--- config.mk ---
export PLATFORM = sky130hd
export DESIGN_NAME = stable_min_priority_queue_flat
export DESIGN_NICKNAME = d
export VERILOG_FILES = /design/src/rtl/smpq_pkg.sv /design/src/rtl/smpq_if.sv /design/src/rtl/smpq_cell.sv /design/src/rtl/stable_min_priority_queue.sv /design/src/flat_wrapper.sv
export SDC_FILE = /design/constraint.sdc
export NUM_CORES = 2
export LEC_CHECK = 0
export BUFFER_PORTS_ARGS = -buffer_cell sky130_fd_sc_hd__buf_2
export CAP_MARGIN = 40
export CORE_MARGIN = 4
export CORE_UTILIZATION = 55
export CTS_BUF_LIST = sky130_fd_sc_hd__clkbuf_4 sky130_fd_sc_hd__clkbuf_8 sky130_fd_sc_hd__clkbuf_16
export CTS_CLUSTER_DIAMETER = 80
export DETAILED_ROUTE_END_ITERATION = 7
export HOLD_SLACK_MARGIN = 0.03
export PLACE_DENSITY = 0.7
export SYNTH_ARGS = -nofsm -noshare
export SYNTH_HDL_FRONTEND = slang
export SYNTH_SLANG_ARGS = --single-unit
--- constraint.sdc ---
create_clock -name clk -period 14 [get_ports clk]
set_input_delay 1.4 -clock clk [delete_from_list [all_inputs] [get_ports clk]]
set_output_delay 1.4 -clock clk [all_outputs]
set_load 0.005 [all_outputs]
--- src/rtl/smpq_pkg.sv ---
// Package of the stable priority queue: sizes, codes and shared types.
package smpq_pkg;

  localparam int CAPACITY      = 16;
  localparam int VALUE_BITS    = 32;
  localparam int PRIORITY_BITS = 16;
  localparam int OCC_BITS      = $clog2(CAPACITY + 1);

  typedef enum logic {
    KIND_ENQ = 1'b0,
    KIND_DEQ = 1'b1
  } kind_t;

  typedef enum logic [1:0] {
    FAULT_OK    = 2'd0,
    FAULT_FULL  = 2'd1,
    FAULT_EMPTY = 2'd2
  } fault_t;

  // Operation broadcast to every cell of the row.
  typedef struct packed {
    logic                     enq;
    logic                     deq;
    logic [VALUE_BITS-1:0]    value;
    logic [PRIORITY_BITS-1:0] prio;
  } op_t;

  // What a cell shows its neighbours.
  typedef struct packed {
    logic                     valid;
    logic                     ge;
    logic [VALUE_BITS-1:0]    value;
    logic [PRIORITY_BITS-1:0] prio;
  } nbr_t;

  // Contents of one cell.
  typedef struct packed {
    logic                     valid;
    logic [VALUE_BITS-1:0]    value;
    logic [PRIORITY_BITS-1:0] prio;
  } slot_t;

endpackage

--- src/rtl/smpq_if.sv ---
// Channel interfaces of the stable priority queue: input and result.
interface smpq_in_if;
  logic                                  valid;
  logic                                  ready;
  smpq_pkg::kind_t                       kind;
  logic [smpq_pkg::VALUE_BITS-1:0]       item_value;
  logic [smpq_pkg::PRIORITY_BITS-1:0]    item_priority;

  modport source (output valid, kind, item_value, item_priority, input ready);
  modport sink   (input valid, kind, item_value, item_priority, output ready);
endinterface

interface smpq_out_if;
  logic                                  valid;
  logic                                  ready;
  logic [smpq_pkg::VALUE_BITS-1:0]       head_value;
  logic [smpq_pkg::PRIORITY_BITS-1:0]    head_priority;
  logic [smpq_pkg::OCC_BITS-1:0]         occupancy;
  logic                                  is_empty;
  smpq_pkg::fault_t                      fault;

  modport source (output valid, head_value, head_priority, occupancy, is_empty, fault,
                  input ready);
  modport sink   (input valid, head_value, head_priority, occupancy, is_empty, fault,
                  output ready);
endinterface

--- src/rtl/smpq_cell.sv ---
// One cell of the sorted row: holds one entry and shifts with its neighbours.
module smpq_cell (
  input  logic            clk,
  input  logic            rst_n,
  input  smpq_pkg::op_t   op_i,
  input  smpq_pkg::nbr_t  left_i,
  input  smpq_pkg::nbr_t  right_i,
  output smpq_pkg::nbr_t  self_o,
  output smpq_pkg::slot_t nxt_o
);

  logic                               valid_r;
  logic [smpq_pkg::VALUE_BITS-1:0]    value_r;
  logic [smpq_pkg::PRIORITY_BITS-1:0] priority_r;
  logic                               ge;
  smpq_pkg::slot_t                    slot_nxt;

  // An entry stays put when it sorts at or before the new one.
  assign ge = valid_r && (priority_r <= op_i.prio);

  always_comb begin
    slot_nxt = '{valid: valid_r, value: value_r, prio: priority_r};
    if (op_i.enq) begin
      if (!ge) begin
        if (left_i.ge) begin
          slot_nxt = '{valid: 1'b1, value: op_i.value, prio: op_i.prio};
        end else begin
          slot_nxt = '{valid: left_i.valid, value: left_i.value, prio: left_i.prio};
        end
      end
    end else if (op_i.deq) begin
      slot_nxt = '{valid: right_i.valid, value: right_i.value, prio: right_i.prio};
    end
  end

  always_ff @(posedge clk) begin
    if (!rst_n) begin
      valid_r <= 1'b0;
    end else begin
      valid_r <= slot_nxt.valid;
    end
    value_r    <= slot_nxt.value;
    priority_r <= slot_nxt.prio;
  end

  assign self_o = '{valid: valid_r, ge: ge, value: value_r, prio: priority_r};
  assign nxt_o  = slot_nxt;

endmodule

--- src/rtl/stable_min_priority_queue.sv ---
// Top level of the stable priority queue: a row of sorting cells and the result register.
//
//   channel   direction  handshake     payload
//   in_ch     in         valid/ready   kind, item_value, item_priority
//   out_ch    out        valid/ready   head_value, head_priority, occupancy, is_empty, fault
//
// One item is taken per cycle while the output side does not stall; every cell compares
// and shifts in the same cycle, so the result appears in the output register in the
// cycle after the item is taken. The input is ready whenever the output register is
// empty or being emptied. Reset (synchronous, active low) clears the cell valid bits,
// the count and the output valid; no clearing pass is needed.
module stable_min_priority_queue (
  input  logic       clk,
  input  logic       rst_n,
  smpq_in_if.sink    in_ch,
  smpq_out_if.source out_ch
);

  localparam logic [smpq_pkg::OCC_BITS-1:0] FULL_COUNT =
    smpq_pkg::OCC_BITS'(smpq_pkg::CAPACITY);

  smpq_pkg::nbr_t                     self_w [smpq_pkg::CAPACITY];
  smpq_pkg::slot_t                    nxt_w  [smpq_pkg::CAPACITY];
  smpq_pkg::op_t                      op;
  logic                               in_fire;
  logic                               full;
  logic                               empty;
  logic [smpq_pkg::OCC_BITS-1:0]      count_r;
  logic [smpq_pkg::OCC_BITS-1:0]      count_nxt;
  smpq_pkg::fault_t                   fault_nxt;
  logic                               out_valid_r;
  logic [smpq_pkg::VALUE_BITS-1:0]    head_value_r;
  logic [smpq_pkg::PRIORITY_BITS-1:0] head_priority_r;
  logic [smpq_pkg::OCC_BITS-1:0]      occupancy_r;
  logic                               is_empty_r;
  smpq_pkg::fault_t                   fault_r;

  assign in_ch.ready = !out_valid_r || out_ch.ready;
  assign in_fire     = in_ch.valid && in_ch.ready;
  assign full        = (count_r == FULL_COUNT);
  assign empty       = (count_r == '0);

  always_comb begin
    op.enq   = in_fire && (in_ch.kind == smpq_pkg::KIND_ENQ) && !full;
    op.deq   = in_fire && (in_ch.kind == smpq_pkg::KIND_DEQ) && !empty;
    op.value = in_ch.item_value;
    op.prio  = in_ch.item_priority;
  end

  always_comb begin
    count_nxt = count_r;
    fault_nxt = smpq_pkg::FAULT_OK;
    if (in_ch.kind == smpq_pkg::KIND_ENQ) begin
      if (full) begin
        fault_nxt = smpq_pkg::FAULT_FULL;
      end else begin
        count_nxt = count_r + 1'b1;
      end
    end else begin
      if (empty) begin
        fault_nxt = smpq_pkg::FAULT_EMPTY;
      end else begin
        count_nxt = count_r - 1'b1;
      end
    end
  end

  for (genvar i = 0; i < smpq_pkg::CAPACITY; i++) begin : g_cell
    smpq_pkg::nbr_t left_w;
    smpq_pkg::nbr_t right_w;

    // The head cell sees a full, always-sorted-before neighbour on its left.
    if (i == 0) begin : g_first
      assign left_w = '{valid: 1'b1, ge: 1'b1, value: '0, prio: '0};
    end else begin : g_mid
      assign left_w = self_w[i-1];
    end

    if (i == smpq_pkg::CAPACITY - 1) begin : g_last
      assign right_w = '0;
    end else begin : g_inner
      assign right_w = self_w[i+1];
    end

    smpq_cell u_cell (
      .clk    (clk),
      .rst_n  (rst_n),
      .op_i   (op),
      .left_i (left_w),
      .right_i(right_w),
      .self_o (self_w[i]),
      .nxt_o  (nxt_w[i])
    );
  end

  always_ff @(posedge clk) begin
    if (!rst_n) begin
      count_r     <= '0;
      out_valid_r <= 1'b0;
    end else begin
      if (in_fire) begin
        count_r     <= count_nxt;
        out_valid_r <= 1'b1;
      end else if (out_ch.ready) begin
        out_valid_r <= 1'b0;
      end
    end
    if (in_fire) begin
      head_value_r    <= nxt_w[0].valid ? nxt_w[0].value : '0;
      head_priority_r <= nxt_w[0].valid ? nxt_w[0].prio : '0;
      occupancy_r     <= count_nxt;
      is_empty_r      <= (count_nxt == '0);
      fault_r         <= fault_nxt;
    end
  end

  assign out_ch.valid         = out_valid_r;
  assign out_ch.head_value    = head_value_r;
  assign out_ch.head_priority = head_priority_r;
  assign out_ch.occupancy     = occupancy_r;
  assign out_ch.is_empty      = is_empty_r;
  assign out_ch.fault         = fault_r;

endmodule

--- src/flat_wrapper.sv ---
// flat-port wrapper written by rule: the top's interface ports become plain ports
module stable_min_priority_queue_flat 
  (clk, rst_n, in_ch_valid, in_ch_kind, in_ch_item_value, in_ch_item_priority, in_ch_ready, out_ch_valid, out_ch_head_value, out_ch_head_priority, out_ch_occupancy, out_ch_is_empty, out_ch_fault, out_ch_ready);
  smpq_in_if in_ch_i ();
  smpq_out_if out_ch_i ();
  input  logic clk;
  input  logic rst_n;
  input wire logic [$bits(in_ch_i.valid)-1:0] in_ch_valid;
  input wire logic [$bits(in_ch_i.kind)-1:0] in_ch_kind;
  input wire logic [$bits(in_ch_i.item_value)-1:0] in_ch_item_value;
  input wire logic [$bits(in_ch_i.item_priority)-1:0] in_ch_item_priority;
  output wire logic [$bits(in_ch_i.ready)-1:0] in_ch_ready;
  output wire logic [$bits(out_ch_i.valid)-1:0] out_ch_valid;
  output wire logic [$bits(out_ch_i.head_value)-1:0] out_ch_head_value;
  output wire logic [$bits(out_ch_i.head_priority)-1:0] out_ch_head_priority;
  output wire logic [$bits(out_ch_i.occupancy)-1:0] out_ch_occupancy;
  output wire logic [$bits(out_ch_i.is_empty)-1:0] out_ch_is_empty;
  output wire logic [$bits(out_ch_i.fault)-1:0] out_ch_fault;
  input wire logic [$bits(out_ch_i.ready)-1:0] out_ch_ready;
  assign in_ch_i.valid = in_ch_valid;
  assign in_ch_i.kind = in_ch_kind;
  assign in_ch_i.item_value = in_ch_item_value;
  assign in_ch_i.item_priority = in_ch_item_priority;
  assign in_ch_ready = in_ch_i.ready;
  assign out_ch_valid = out_ch_i.valid;
  assign out_ch_head_value = out_ch_i.head_value;
  assign out_ch_head_priority = out_ch_i.head_priority;
  assign out_ch_occupancy = out_ch_i.occupancy;
  assign out_ch_is_empty = out_ch_i.is_empty;
  assign out_ch_fault = out_ch_i.fault;
  assign out_ch_i.ready = out_ch_ready;
  stable_min_priority_queue u_core (.clk(clk), .rst_n(rst_n), .in_ch(in_ch_i), .out_ch(out_ch_i));
endmodule
==> impl_metrics.toml <==
[status]
status = "complete, no violations"

[worst_setup_path]
worstSetupStartpointType = "primary input"
crit_top_cell = "and4_1"
r2r_setup_slack_ps = 8890
crit_path_max_fanout = 48
crit_slowest_cell = "nand2_2"
rr_worst_depth = 10
crit_start = "in_ch_item_priority[14]"
worstReg2RegEnd = "u_core.g_cell[6].u_cell.priority_r[14]"
required_ps = 14350
crit_end = "u_core.g_cell[6].u_cell.priority_r[14]"
endpoint_kind = "register"
arrival_ps = 5670
max_stage_delay_ps = 740
path_cells = "buf_2 -> inv_1 -> ha_1 -> and4_1 -> and4_1 -> and4_1 -> a21oi_1 -> nand2_2 -> buf_4 -> nand2_2 -> buf_4"
path_class = "in2reg"
r2r-start = "u_core.count_r[0]"

[timing]
hold_viol_final = 0
slew_viol_final = 0
fin_setup_tns_ps = 0
tightestPinTransition_ps = 1150
setup_viol = 0
period_share = 0.380
period_minus_slack_ps = 5320
skew_ps = 27.8
rsz0062_at_grt = "false"
setup_ws_ps = 8680
slew-limit-headroom = 0.236
max_freq_mhz = 188
worst_hold_slack_ps = 527

[global_routing]
grt_first_pass_wirelength_um = 230000
grt_pass1_vias = 37141
grt_max_degree = 197
track_usage = 0.313
grt_antenna_before_repair = 3
grt-ovfl-total = 0

[synth]
yosysSeqAreaShare = 0.502
async_flop_share = 0
yosysWarnings = 0
yosysUniqueCellTypes = 70
ys_ff_latch = 846
synthFlopType = "edfxtp_1"
synthesis.instances = 4295
avgSynthCellArea_um2 = 11.4
synth_fp_nets = 4606
netlist_area_um2 = 49200
synth_edf_count = 776

[drt]
drcViolationCount = 0
routed_via_density = 7.11
wl_per_cell_um = 28.2
drt_iter0_markers = 4735
antenna_left = 0
wl_um = 152000
drtPass1Iterations = 6
vias = 38349

[cells_and_area]
final_cell_count_no_fill = 5394
area_growth_pct = 8.72
nNetsFinal = 4457
drive_gt1_frac = 0.263
final_core_util = 0.604
multi_input_area_um2 = 22500
fillerInstances = 7053
regArea_um2 = 24700

[die]
std_cell_rows = 109
die_area_um2 = 94200
initial_core_util = 0.555
design.portCount = 111
core_um2 = 88500
die_w_um = 307
die_height_um = 307

[cts]
clock_sink_count = 846
htree_levels = 3
cts-root-buf = "clkbuf_16"
post_cts_buffers = 0
cts_resized = 0
clk_path_buf_depth = 3
clkLatencyLatePin_ps = 680
cts-hold-fix-buffers = 0
cts_tree = "yes"
cts_buffers = 95
path_clk_slew_ps = 60

[place]
hpwl_um = 91100
gp_congestion = 0.914
dpl.cell_count = 5214
portBuffers = 110
dp_worst_setup_slack_ps = 8090

[power]
power-per-cell-area_nw_per_um2 = 139
vdd_drop_max_uv = 88.0
power.leakage_nw = 19.1

[min_path]
worstHoldPathType = "reg2reg"

[flow_run]
drv_cap = 0
worst min-delay path by stage:
stage,endpoint,depth (start not counted),start,slack (ps)
after floorplan,u_core.g_cell[15].u_cell.valid_r,2,u_core.g_cell[14].u_cell.valid_r,470
after global placement,u_core.g_cell[14].u_cell.valid_r,2,u_core.g_cell[13].u_cell.valid_r,510
after detailed placement,u_core.out_ch.valid,2,u_core.out_ch.valid,530
after CTS,u_core.out_ch.valid,2,u_core.out_ch.valid,540
after global routing,u_core.out_ch.valid,2,u_core.out_ch.valid,560
final,u_core.out_ch.valid,2,u_core.out_ch.valid,530
worst max-delay path: cells and delay by family:
kind	cells	cell delay (ps)
AND/OR/NAND/NOR	5	1620
adder cells (fa/ha/maj)	1	450
AO/OA/AOI/OAI	1	100
buffers and inverters	4	2000
sequential cells by signal (all words and copies together), names as in the netlist:
name,cells
u_core.g_cell.u_cell.value_r,512
u_core.g_cell.u_cell.priority_r,256
u_core.out_ch.head_value,32
u_core.g_cell.u_cell.valid_r,16
u_core.out_ch.head_priority,16
u_core.count_r,5
u_core.out_ch.occupancy,5
u_core.out_ch.fault,2
u_core.out_ch.is_empty,1
u_core.out_ch.valid,1
stage by stage:
step                      total power, mW  area (um^2)
final                                7.43        53500
after floorplan                      4.45        49200
after global placement               4.86        50000
after detailed placement             4.91        50300
after CTS                            7.43        53400
after global routing                 7.72        53500
placed cells by master, fill, tap and decap left out, types with 49 or more instances in the layout:
cell type,instances
a21oi_1,111
buf_2,112
buf_4,76
clkbuf_16,96
dfxtp_1,66
edfxtp_1,776
ha_1,258
inv_1,49
nand2_1,164
nand2b_1,430
nand3_1,66
nor2_1,411
nor3_1,202
o21a_1,63
o21ai_0,95
o221a_1,49
o221a_2,671
synth_stat cells (49+ instances only):
cell type	n	area share
ha_1	258	0.066
nand3_1	66	0.0067
o221a_2	671	0.15
nor2_1	411	0.031
dfxtp_1	70	0.029
buf_1	57	0.0044
o221a_1	49	0.011
nand2b_1	435	0.055
nand2_1	185	0.014
o21a_1	64	0.0098
buf_2	131	0.013
o21ai_0	96	0.0098
inv_1	50	0.0038
clkbuf_1	247	0.019
a21oi_1	111	0.011
edfxtp_1	776	0.47
nor3_1	202	0.021
layout make-up:
class	instances	area share
sequential	846	0.462
multi-input combinational	2950	0.421
clock buffer	146	0.0537
tap	1165	0.0273
timing repair buffer	203	0.0270
clock inverter	32	0.00492
inverter	50	0.00356
antenna	2	0.0000936
logic make-up after synthesis:
group | after synthesis | share of synthesized area
buffers and inverters | 499 | 0.0429
and+or+nand+nor | 1452 | 0.150
AOI/OAI and AO/OA | 1230 | 0.237
xor gates and xnor gates | 2 | 0.000356
adders and majority gates | 258 | 0.0657
DFF | 846 | 0.502
muxes | 8 | 0.00163
report_power, final:
group | leakage (nW) | switching, mW | internal (mW)
clock network | 1.58 | 1.07 | 1.46
logic | 9.53 | 0.819 | 0.635
registers | 7.94 | 0.258 | 3.19
total | 19.1 | 2.15 | 5.29
per-layer routing:
layer | track usage | part of all wire
met2 | 0.506 | 0.46
met5 | 0 | 0
met4 | 0.101 | 0.028
met1 | 0.427 | 0.41
met3 | 0.0621 | 0.094
Note: power is estimated with default switching activity, not from simulation.
